**src/rtl/lrast_mul.sv**
```systemverilog
// Shared multiplier: wrapping product of a sum-width word and an index, registered.
module lrast_mul #(
  parameter int SW = 64,
  parameter int BW = 12
) (
  input  logic          clk,
  input  logic [SW-1:0] mul_a,
  input  logic [BW-1:0] mul_b,
  output logic [SW-1:0] prod_r
);

  logic [SW+BW-1:0] full;

  assign full = {{BW{1'b0}}, mul_a} * {{SW{1'b0}}, mul_b};

  always_ff @(posedge clk) begin
    prod_r <= full[SW-1:0];
  end

endmodule

```
**config.mk**
```make
export PLATFORM = sky130hd
export DESIGN_NAME = lrast_mul
export DESIGN_NICKNAME = d
export VERILOG_FILES = /design/src/rtl/lrast_mul.sv
export SDC_FILE = /design/constraint.sdc
export NUM_CORES = 2
export LEC_CHECK = 0
export BUFFER_PORTS_ARGS = -buffer_cell sky130_fd_sc_hd__buf_2
export CAP_MARGIN = 10
export CORE_MARGIN = 2
export CORE_UTILIZATION = 55
export CTS_CLUSTER_DIAMETER = 80
export CTS_CLUSTER_SIZE = 40
export DETAILED_ROUTE_END_ITERATION = 16
export PLACE_DENSITY_LB_ADDON = 0.08
export SYNTH_ARGS = -nofsm -noshare
export SYNTH_HDL_FRONTEND = slang
export SYNTH_SLANG_ARGS = --single-unit
```
**constraint.sdc**
```tcl
create_clock -name clk -period 16.55 [get_ports clk]
set_input_delay 3.31 -clock clk [delete_from_list [all_inputs] [get_ports clk]]
set_output_delay 3.31 -clock clk [all_outputs]
set_load 0.01 [all_outputs]
```
==> metrics <==
status=finished, final reports clean; post-route ant nets=0; Die W=205 um; RSZ-0062 raised after global routing=no; FF+latch area=1280 um2; dpl hpwl=45000 um; Fillers=3676; Max Cap Viol=0; Synth area leader=fa_1; number of synthesis warnings=0; Peak Freq=101 MHz; DIE AREA=41900 um2; Yosys reg bits=64; # IOs=141; vias=16800; setup violators final=0; Placeable Area=39700 um2; Setup TNS=0 ns; Hold Slack=3.31 ns; Final Util=58.6%; Post-synth ARST share=0%; Worst Path Arrival=10.18 ns; final WL=58900 um; 1st-pass router iterations=5; area share of the largest cell type after synthesis=50.5%; Die Ht=205 um; via density per instance=5.40; pin slew with the least headroom to its limit=1.11 ns; total track usage=30.7%; max reg flops=64; Top reg by flops=prod_r; final hold vios=0; CTS tree=done; Layout Area Growth over Synthesis=5.13%; startpoint types=primary input; final net count=3306; Max Root-Sink Buffers=2; number of global-route vias before repair=18700; top post-synthesis cells by area=fa_1 (51%), inv_1 (10%), nand2_1 (9.6%); post-CTS sizing=0; share of cells above drive strength 1=6.98%; number of library cell types mapped by synthesis=64; Initial Util=55.8%; syn_area_per_cell=8.57 um2; number of synthesized flops with an enable pin=0; crit path kind=primary input to flip-flop; WP data required=16.84 ns; CP max FO=60; Sink Count=64; post-cts hold buffer count=0; Routability Congestion=0.939; Port Buf Inserts=140; biggest regs=prod_r x64; ys flop type=dfxtp_1; top cells by count, synth=inv_1 (596), nand2_1 (569), fa_1 (559); Setup crit end kind=flip-flop; setup bufs post-CTS=0; Seq/Total Area, Yosys=5.78%; Mapped Nets=3301; combined area of the multi-input logic cells=18000 um2; initial antenna violation count=6; grt ovf=0; Tmin final=9.89 ns; Clock Tree Root=clkbuf_16; global-route wire length before repair=97900 um; H-tree levels=3; wire length per cell=18.9 um; Clock transition at path regs=0.07 ns; final worst path period share=59.8%; Syn Std Cell Area=22200 um2; count leader, synth=inv_1; max-slew violation count=0; DRC viols=0; post-synthesis cell count=2584; initial drt markers=920; largest net degree at the start of global routing=64; hold crit path type=primary input to flip-flop; TritonCTS Buffers=9; Rows=73; relative slew slack=25.8%
## cell type report
class / instances / share of cell area [%]
inverters: 596 / 9.61
clock inverters: 6 / 0.258
multi-input cells: 1765 / 77.4
diodes: 2 / 0.0215
well taps: 525 / 2.82
clock buffers: 10 / 0.983
repair buffers: 153 / 3.43
flip-flops and latches: 64 / 5.50
## kinds of logic after synthesis
kind of cell,after synthesis,synth area share (%)
AO/OA/AOI/OAI,199,5.99
XOR/XNOR,76,3.00
adder cells (fa/ha/maj),640,55.1
buffers and inverters,755,12.9
flip-flops,64,5.78
AND/OR/NAND/NOR,850,17.3
## per-stage QoR
step	cell area [um2]	std cells	worst slack, ns
global route	23300	3121	6.41
finish	23300	3121	6.66
floorplan	22200	2584	7.62
global placement	23000	3103	6.34
detailed placement	23000	3103	6.33
CTS	23300	3119	6.72
## metal layers
metal	wire [um]	global-route usage, %	up-vias
li1	-	-	7480
met1	24000	39.7	8639
met2	28500	51.3	597
met3	4370	5.70	122
met4	2050	12.1	8
met5	55	0	-
## layout by cell type (no fill, tap or decap), drive strengths merged, types with 3 or more instances in the layout
cell / n
o21ai: 35
a21oi: 63
nand3: 15
inv: 596
a211oi: 7
and3: 6
nor2b: 6
o21bai: 15
nor3: 6
clkinv: 3
a2111oi: 3
and2: 186
fa: 559
nand2: 569
o31a: 3
a41oi: 3
xnor2: 57
o211ai: 4
o31ai: 4
o221ai: 3
buf: 153
o21a: 6
nor2: 31
a31oi: 11
a21o: 25
ha: 81
nand2b: 5
dfxtp: 64
xor2: 19
clkbuf: 10
nor4: 3
nand4: 15
## worst max-delay path, stage by stage
cell and delay [ns]:
buf_2 0.08, buf_4 0.63, nand2_1 0.16, fa_1 0.51
fa_1 0.52, inv_1 0.06, fa_1 0.51, fa_1 0.49
inv_1 0.05, fa_1 0.48, inv_1 0.04, ha_1 0.35
a21boi_0 0.28, o221ai_1 0.34, o211ai_1 0.60, nand4b_1 0.50
a21oi_1 0.46, o21ai_1 0.26, o21a_1 0.24, o311ai_0 0.28
## final timing paths
kind / from / to / slack [ns] / depth (start not counted)
worst min-delay path: mul_a[0] / prod_r[0]$_DFF_P_ / 3.31 / 2
worst max-delay path: mul_b[4] / prod_r[60]$_DFF_P_ / 6.66 / 20
Power is left out: the tool's default activity adds up to more than one toggle a clock period on the data nets, which glitch-free logic cannot reach.
